`src/rtl/pcs_pkg.sv`:
```
// Shared types, widths and codes for the Pearson correlation block.
package pcs_pkg;

    // Sample and accumulator widths
    localparam int SAMPLE_W = 24;
    localparam int CNT_W    = 13;
    localparam int SUM_W    = 36;
    localparam int SQ_W     = 59;
    localparam int CROSS_W  = 60;

    // Output widths
    localparam int CORR_W   = 32;
    localparam int PVAL_W   = 31;
    localparam int BOUND_W  = 32;

    // Width of the shared serial arithmetic unit and its square root
    localparam int WIDE_W   = 128;
    localparam int ROOT_W   = WIDE_W / 2;

    // Pairs held per set; later pairs of a set are dropped
    localparam int MAX_PAIRS = 4096;

    // Default depth of the set queue between front and back
    localparam int PCS_QUEUE_DEPTH = 2;

    // Fixed-point constants
    localparam logic [PVAL_W-1:0] ONE_Q30 = PVAL_W'(1073741824);
    localparam logic [PVAL_W-1:0] P_FLOOR = PVAL_W'(1073742);

    // Closed set handed from front to back
    typedef struct packed {
        logic [CNT_W-1:0]          count;
        logic signed [SUM_W-1:0]   sum_pred;
        logic signed [SUM_W-1:0]   sum_out;
        logic [SQ_W-1:0]           sum_pred_sq;
        logic [SQ_W-1:0]           sum_out_sq;
        logic signed [CROSS_W-1:0] sum_cross;
    } t_set;

    // Operations of the serial arithmetic unit
    typedef enum logic [1:0] {
        AOP_MUL,
        AOP_DIV,
        AOP_SQRT
    } t_arith_op;

    typedef struct packed {
        logic      start;
        t_arith_op op;
    } t_arith_req;

    // Result status codes
    typedef enum logic [2:0] {
        ST_FULL     = 3'd0,
        ST_EMPTY    = 3'd1,
        ST_FEW      = 3'd2,
        ST_ZERO_VAR = 3'd3,
        ST_SAT      = 3'd4
    } t_status;

    // Back-end sequencer states
    typedef enum logic [4:0] {
        S_IDLE,
        S_AXX,
        S_SX2,
        S_BYY,
        S_SY2,
        S_CXY,
        S_SXY,
        S_NA,
        S_QA,
        S_NB,
        S_QB,
        S_DEN,
        S_QR,
        S_SIG,
        S_R2,
        S_NUM,
        S_T2,
        S_TQ,
        S_T3,
        S_HW,
        S_HWD,
        S_HWQ,
        S_DONE
    } t_fin_state;

endpackage

```
`src/rtl/pcs_fifo.sv`:
```
// Short queue of closed sets between the front and back ends.
module pcs_fifo
    import pcs_pkg::*;
#(
    parameter int DEPTH = PCS_QUEUE_DEPTH
)
(
    input  logic i_clk,
    input  logic i_rst_n,
    input  logic i_push,
    input  t_set i_data,
    output logic o_ready,
    output logic o_valid,
    output t_set o_data,
    input  logic i_pop
);

    localparam int AW = (DEPTH > 1) ? $clog2(DEPTH) : 1;
    localparam int CW = $clog2(DEPTH + 1);

    t_set          r_mem [DEPTH];
    logic [AW-1:0] r_wptr;
    logic [AW-1:0] r_rptr;
    logic [CW-1:0] r_fill;
    logic          do_push;
    logic          do_pop;

    assign o_ready = (r_fill != CW'(DEPTH));
    assign o_valid = (r_fill != '0);
    assign o_data  = r_mem[r_rptr];
    assign do_push = i_push && o_ready;
    assign do_pop  = i_pop && o_valid;

    // Pointers and fill level
    always_ff @(posedge i_clk) begin
        if (!i_rst_n) begin
            r_wptr <= '0;
            r_rptr <= '0;
            r_fill <= '0;
        end else begin
            if (do_push) begin
                r_wptr <= (r_wptr == AW'(DEPTH - 1)) ? '0 : r_wptr + AW'(1);
            end
            if (do_pop) begin
                r_rptr <= (r_rptr == AW'(DEPTH - 1)) ? '0 : r_rptr + AW'(1);
            end
            if (do_push && !do_pop) begin
                r_fill <= r_fill + CW'(1);
            end else if (do_pop && !do_push) begin
                r_fill <= r_fill - CW'(1);
            end
        end
    end

    // Entry storage
    always_ff @(posedge i_clk) begin
        if (do_push) begin
            r_mem[r_wptr] <= i_data;
        end
    end

endmodule

```
`config.mk`:
```
export PLATFORM = sky130hd
export DESIGN_NAME = pcs_fifo
export DESIGN_NICKNAME = d
export VERILOG_FILES = /design/src/rtl/pcs_pkg.sv /design/src/rtl/pcs_fifo.sv
export SDC_FILE = /design/constraint.sdc
export NUM_CORES = 1
export LEC_CHECK = 0
export BUFFER_PORTS_ARGS = -buffer_cell sky130_fd_sc_hd__buf_2
export CAP_MARGIN = 15
export CORE_AREA = 2 2 207 209
export DETAILED_ROUTE_END_ITERATION = 7
export DIE_AREA = 0 0 209 211
export GPL_ROUTABILITY_DRIVEN = 0
export GPL_TIMING_DRIVEN = 0
export PLACE_DENSITY_LB_ADDON = 0.15
export SLEW_MARGIN = 20
export SYNTH_ARGS = -nofsm -noshare
export SYNTH_HDL_FRONTEND = slang
export SYNTH_SLANG_ARGS = --single-unit
```
`constraint.sdc`:
```
create_clock -name i_clk -period 9.3 [get_ports i_clk]
set_input_delay 0.465 -clock i_clk [delete_from_list [all_inputs] [get_ports i_clk]]
set_output_delay 0.465 -clock i_clk [all_outputs]
set_load 0.005 [all_outputs]
```
Word level (Yosys, flattened, before mapping) --
Memory sizes are Yosys's and may differ from the RTL's. A register that Yosys moved wholly into a read port is not among the register bits. Index checks and enable logic that the tools add are counted.
Word-level totals: flip-flop bits (word level) 4, bits in writable memories 526, output and inout bits 265, memories kept 1
Memories:
- r_mem | depth 2, bits a word 263, rd ports 1, clocked after Yosys merged registers in 1, write ports 1, line pcs_fifo.sv:21 | t_set r_mem [DEPTH];
Cells by class: add/subtract/negate cells 4, equality and inequality tests 1, multiplexer cells 8, reduce and logical (&&, ||, !) cells 8
Operator list (number):
- 1-bit 2-to-1 mux | 6
- 1-bit logical AND | 4
- 2-bit 2-to-1 mux | 2
- 2-bit nonzero test | 2
- 1-bit adder (second input constant) | 2
- 2-bit by 1-bit adder with 2-bit output (second input constant) | 1
- 1-bit zero test | 2
- 2-bit != test (second input constant) | 1
- 2-bit by 1-bit subtractor with 2-bit output (second input constant) | 1

Logic depth before layout (Yosys ltp) --
Gate-level depths: netlist of run 1.
word-level depth 6, mapped depth 6, mapped depth without buffers 6

Worst setup path before layout of run 1 --
Ideal clock, no wire load.
kind register -> register, start register r_fill[0], end memory r_mem[1][0] (netlist name), enable pin, library setup time 0.659 ns, arrival time 6.649 ns, setup slack 1.992 ns, stages on the path, launching flop included 3, buffers on the path 0, clock period less this slack 7.308 ns, cells stage by stage dfxtp_1 nand2b_1 and3_1
On the way: longest elaborated chain between the ends 4
Ends and longest elaborated chain:
- start, declared | line pcs_fifo.sv:24 | logic [CW-1:0] r_fill;
- start signal, assigned | line pcs_fifo.sv:48 | r_fill <= r_fill + CW'(1);
- start signal, assigned | line pcs_fifo.sv:50 | r_fill <= r_fill - CW'(1);
- 2-bit != test | line pcs_fifo.sv:28 | assign o_ready = (r_fill != CW'(DEPTH));
- named net o_ready | line pcs_fifo.sv:12 | output logic o_ready,
- 1-bit logical AND | line pcs_fifo.sv:31 | assign do_push = i_push && o_ready;
- 1-bit 2-to-1 mux | line pcs_fifo.sv:57 | if (do_push) begin
- 1-bit 2-to-1 mux (not written as such) | line pcs_fifo.sv:58 | r_mem[r_wptr] <= i_data;
- end, declared | line pcs_fifo.sv:21
The timed path passes the listed nets, and every way through them passes these cells.

Worst setup path after layout of run 1 --
start register r_fill[0], end memory r_mem[1][180] (netlist name), enable pin
On the way: longest elaborated chain between the ends 4
Ends and longest elaborated chain (line):
- 2-bit != test | pcs_fifo.sv:28
- 1-bit logical AND | pcs_fifo.sv:31
- 1-bit 2-to-1 mux | pcs_fifo.sv:57
- 1-bit 2-to-1 mux (not written as such) | pcs_fifo.sv:58
Every way passes these cells.

==> out/qor.yml, run 1 <==
die:
  io_pins: 532
  die_x_um: 209
  coreArea_um2: 41800
  initial_core_util_pct: 46.6
  die_area_um2: 44100
  die_h_um: 211
  row_count: 75
finish:
  drive_gt1_share_pct: 61.3
  fin_util_pct: 59.0
  final_cells: 2028
  fillers: 3156
  nets: 1703
  syn2layout_area_growth_pct: 26.5
pwr:
  total_leakage_power_nw: 9.31
  ir_drop_uv: 184
  power_per_cell_area_nw_per_um2: 267
  total_power_mw: 6.57
yosys:
  netlist_instances: 842
  ys_warn_count: 0
  syn_avg_cell_area_um2: 23.1
  seq_area_frac_synth_pct: 81.6
  syn_area_um2: 19500
  syn_nets: 1110
  ys_types: 21
  ys_ff_latch: 531
timing:
  slew-limit-headroom_pct: 56.7
  rsz0062_at_grt: "no"
  worst_slack_ns: 6.75
  period_needed_ns: 2.55
  fmax_mhz: 392
  hold_violations: 0
  period_share_pct: 27.4
  finalSetupViolCount: 0
  hold_slack_ns: 0.0664
  slew_viol_final: 0
  worst_pin_slew_ns: 0.650
  fin_skew_ns: 0.0111
job:
  cap_violations: 0
clock_tree:
  clock_sinks: 531
  clkTransAtPathRegs_ns: 0.06
  root_buffer: "clkbuf_16"
  ctsResizeCount: 0
  ctsHoldBuffers: 0
  post-cts-setup-buffer-count: 0
  cts_buffers: 53
  h-tree-depth: 2
  clk_path_buf_depth: 3
  cts_tree: "yes"
  clock_latency_ns: 0.58
placed_design:
  hpwlAfterDp_um: 30500
  dp.cells: 1919
  port_buffers: 531
  preCtsSetupSlack_ns: 6.77
global_route:
  grt_usage_pct: 19.1
  grt_pass1_vias: 10200
  grt_pass1_wl_um: 61300
  gr-total-overflow: 0
  grt_antenna_before_repair: 28
  grt_max_degree: 93
route:
  finalWirelength_um: 43400
  via_count: 9984
  dr.pass1.iters: 4
  drc: 0
  ant_nets: 0
  drt_iter0_markers: 531
  viasPerCell: 4.92
  wl_per_cell_um: 21.4
setup_path:
  cp.required_ns: 9.57
  crit_type: "flip-flop to flip-flop"
  reg2reg_from: "r_fill[0]$_SDFFE_PN0P_"
  cp-end-kind: "flip-flop"
  cp.arrival_ns: 2.81
  worstSetupStartpointType: "flip-flop"
  path_max_fanout: 49
  setup.worst_path.start: "r_fill[0]$_SDFFE_PN0P_"
worst_hold_path:
  hp-class: "primary input to flip-flop"
  min_from: "i_data[121]"
run_status:
  status: "complete, no violations"
## where the power goes
part           internal (mW)  switching [mW]  total, mW
clock network           1.13           0.834       1.96
registers               2.99          0.0630       3.05
logic                  0.796           0.770       1.57
## worst max-delay path: stages, from the launching register on
cell and delay (ns):
dfxtp_1 0.44, nand2b_1 0.22, and3_4 0.58, buf_16 0.30
buf_16 0.29, buf_16 0.28
## routing by layer
metal / track usage, % / part of all wire [%] / vias to the layer above
met5: 0 / 0.33 / -
met4: 8.05 / 3.1 / 22
met3: 8.77 / 11 / 107
met2: 32.3 / 50 / 385
met1: 20.7 / 36 / 4874
li1: - / - / 4596
## kinds of logic (layout without fill, tap and decap cells)
| group | Yosys count | in the layout | synth area share [%] |
|---|---|---|---|
| AOI/OAI and AO/OA | 5 | 5 | 0.180 |
| and+or+nand+nor | 9 | 9 | 0.296 |
| xor gates and xnor gates | 3 | 3 | 0.135 |
| other | 0 | 15 | 0 |
| adders and majority gates | 1 | 1 | 0.0642 |
| buffers and inverters | 30 | 662 | 1.16 |
| muxes | 263 | 263 | 16.6 |
| DFF | 531 | 531 | 81.6 |
## registers in the layout (all words and copies together), names as in the netlist, named ones only
register  flops
r_mem       526
r_fill        2
r_rptr        1
r_wptr        1
## cell usage in the layout (no fill, tap or decap), types with 3 or more instances in the layout
cell / instances
dfxtp_1: 5
mux2_2: 193
and2_1: 4
buf_2: 541
clkbuf_8: 3
clkinv_2: 8
buf_4: 11
clkinv_1: 7
diode_2: 15
buf_6: 8
edfxtp_1: 526
clkbuf_1: 18
buf_16: 7
mux2_4: 70
clkbuf_16: 53
## stage by stage
step	TNS [ns]	instance area, um^2
after floorplan	0	19500
after global placement	-572.53	22800
after detailed placement	0	23000
after CTS	0	24600
after global routing	0	24600
final	0	24600
## path summary, 6_finish.rpt
check                                  to  slack, ns  cells after the start
setup reg to reg  r_mem[1][180]$_DFFE_PP_       6.75                      5
setup / recovery  r_mem[1][180]$_DFFE_PP_       6.75                      5
hold reg to reg    r_fill[1]$_SDFFE_PN0P_       0.57                      2
hold / removal    r_mem[0][121]$_DFFE_PP_       0.07                      1
## cell type report
class	instances	area [um^2]	share of cell area (%)
antenna	15	37.5	0.152
buffer	29	223	0.904
clock buffer	74	1440	5.83
clock inverter	20	150	0.609
inverter	1	11.3	0.0457
multi-input combinational	281	3360	13.6
sequential	531	15900	64.5
tap	539	674	2.74
timing repair buffer	538	2850	11.6
## cell usage after synthesis
cell type	count	area, um^2
buf_4	11	82.6
o21ai_1	1	5.00
a21boi_0	2	15.0
or2_2	1	6.26
edfxtp_1	526	15800
or3_1	1	6.26
buf_6	8	90.1
inv_1	1	3.75
xor2_1	1	8.76
o21ai_0	1	5.00
ha_1	1	12.5
xnor2_1	2	17.5
mux2_4	70	1050
dfxtp_1	5	100
a21bo_2	1	10.0
mux2_2	193	2170
and2_1	4	25.0
nand2b_1	1	6.26
and3_1	1	6.26
nand3b_1	1	7.51
buf_2	10	50.1
Power figures use the tool's default switching activity.
==> run 2: changes to the inputs <==
clock period = 2.4 ns   (was 9.3 ns; I/O delays follow)
==> run 2 against run 1 <==
Via count rose by 11%. Sequential power grew to 3.9 times the previous value. Total power rose to 4.1 times the previous value. Final cell count up 13%. Sequential share of layout area shrank 7.0 points. Die area unchanged. Largest cell class unchanged. Largest power group unchanged.
==> out/qor.yml, run 2 (same netlist as run 1, synthesis figures left out) <==
worst_hold_path:
  whs_path_depth: 2
  hp-class: "primary input to flip-flop"
setup_path:
  r2r_slack_ns: 0.23
  reg2reg_depth: 6
  worstSetupStartpointType: "flip-flop"
  path_cells: "nand2b_4, nand3b_1, clkinvlp_4, buf_12, buf_12, buf_12"
  cp-end-kind: "flip-flop"
  crit_path_end: "r_mem[0][84]$_DFFE_PP_"
  crit_type: "flip-flop to flip-flop"
  setup.worst_path.start: "r_fill[1]$_SDFFE_PN0P_"
  r2r_end: "r_mem[0][84]$_DFFE_PP_"
  path_max_fanout: 32
  cp.arrival_ns: 2.49
  cp.required_ns: 2.72
  max_stage_delay_ns: 0.45
  cp_common_cell: "buf_12"
  reg2reg_from: "r_fill[1]$_SDFFE_PN0P_"
  critPathSlowestCell: "clkinvlp_4"
global_route:
  grt_pass1_wl_um: 67200
  grt_pass1_vias: 11800
  gr-total-overflow: 0
  grt_usage_pct: 20.3
  grt_antenna_before_repair: 1
  grt_max_degree: 50
die:
  coreArea_um2: 41800
  io_pins: 532
  row_count: 75
  die_h_um: 211
  die_x_um: 209
  initial_core_util_pct: 46.6
  die_area_um2: 44100
clock_tree:
  clock_sinks: 531
  clkTransAtPathRegs_ns: 0.06
  h-tree-depth: 2
  cts_tree: "yes"
  root_buffer: "clkbuf_16"
  clk_path_buf_depth: 3
  clock_latency_ns: 0.58
  cts_buffers: 54
route:
  ant_nets: 0
  viasPerCell: 4.83
  drc: 0
  via_count: 11100
  wl_per_cell_um: 20.1
  dr.pass1.iters: 5
  drt_iter0_markers: 573
  finalWirelength_um: 46200
timing:
  fin_tns_setup_ns: 0
  period_share_pct: 90.4
  slew-limit-headroom_pct: 65.9
  slew_viol_final: 0
  worst_pin_slew_ns: 0.510
  hold_violations: 0
  rsz0062_at_grt: "no"
  fmax_mhz: 461
  fin_skew_ns: 0.0163
  finalSetupViolCount: 0
  period_needed_ns: 2.17
finish:
  mostFrequentLayoutCell: "buf_2"
  drive_gt1_share_pct: 52.4
  layout_common_cells: "buf_2 (541), edfxtp_1 (526), dlygate4sd3_1 (267)"
  final_cell_area_um2: 27700
  largest_register: "r_mem"
  syn2layout_area_growth_pct: 42.0
  largest_reg_flops: 526
  nets: 1980
  top_regs: "r_mem x526, r_fill x2"
  diodes: 0
placed_design:
  hpwlAfterDp_um: 31400
  port_buffers: 531
  place_area_um2: 23200
pwr:
  total_leakage_power_nw: 10.6
  ir_drop_uv: 888
  power_per_cell_area_nw_per_um2: 970
run_status:
  status: "complete, no violations"
job:
  cap_violations: 0
-- run 2: what timing repair did --
action	CTS	global route
hold endpoints to repair	531	0
hold buffers	267	0
setup buffers	0	0
gates resized for setup	0	0
-- run 2: layer usage --
metal / wire (um) / global-route usage (%) / vias up
met3: 3750 / 6.65 / 87
met5: 13 / 0 / -
met4: 1400 / 8.20 / 2
met1: 17300 / 22.7 / 5458
met2: 23700 / 35.9 / 403
li1: - / - / 5130
-- run 2: power by group --
| group | internal, mW | switching, mW | leakage (nW) |
|---|---|---|---|
| logic | 3.52 | 3.15 | 4.78 |
| registers | 11.6 | 0.257 | 4.95 |
| clock network | 4.96 | 3.39 | 0.873 |
| total | 20.0 | 6.79 | 10.6 |
-- run 2: critical path: cells and delay by family (launching register included) --
family	cells	cell delay (ns)
flip-flops	1	0.43
buffers and inverters	4	1.18
AND/OR/NAND/NOR	2	0.24
-- run 2: how the worst min path moves through the flow --
| stage | startpoint | to |
|---|---|---|
| 3_3_place_gp | i_data[20] | r_mem[0][20]$_DFFE_PP_ |
| 4_1_cts | i_data[62] | r_mem[1][62]$_DFFE_PP_ |
| 2_1_floorplan | i_data[0] | r_mem[0][0]$_DFFE_PP_ |
| 3_5_place_dp | i_data[67] | r_mem[1][67]$_DFFE_PP_ |
| 6_report | i_data[62] | r_mem[0][62]$_DFFE_PP_ |
| 5_1_grt | i_data[98] | r_mem[1][98]$_DFFE_PP_ |
-- run 2: through the flow --
step           hold WS [ns]  util [%]  std cells  worst slack (ns)  total power [mW]
3_5_place_dp          0.311      55.6       1928             0.228              18.4
2_1_floorplan         0.219         -        842             -2.54              15.6
4_1_cts               0.205      66.2       2296             0.160              27.1
3_3_place_gp          0.307      54.7       1912             -5.17              18.0
6_report              0.252      66.2       2296             0.230              26.8
5_1_grt               0.232      66.2       2296            0.0994              27.9
-- run 2: final cells by class --
| cell class | instances | area (um^2) |
|---|---|---|
| Tap cell | 539 | 674 |
| Fill cell | 2927 | 14100 |
| Inverter | 1 | 7.51 |
| Multi-Input combinational cell | 281 | 3370 |
| Buffer | 29 | 223 |
| Clock inverter | 34 | 319 |
| Sequential cell | 531 | 15900 |
| Clock buffer | 67 | 1460 |
| Timing Repair Buffer | 814 | 5700 |
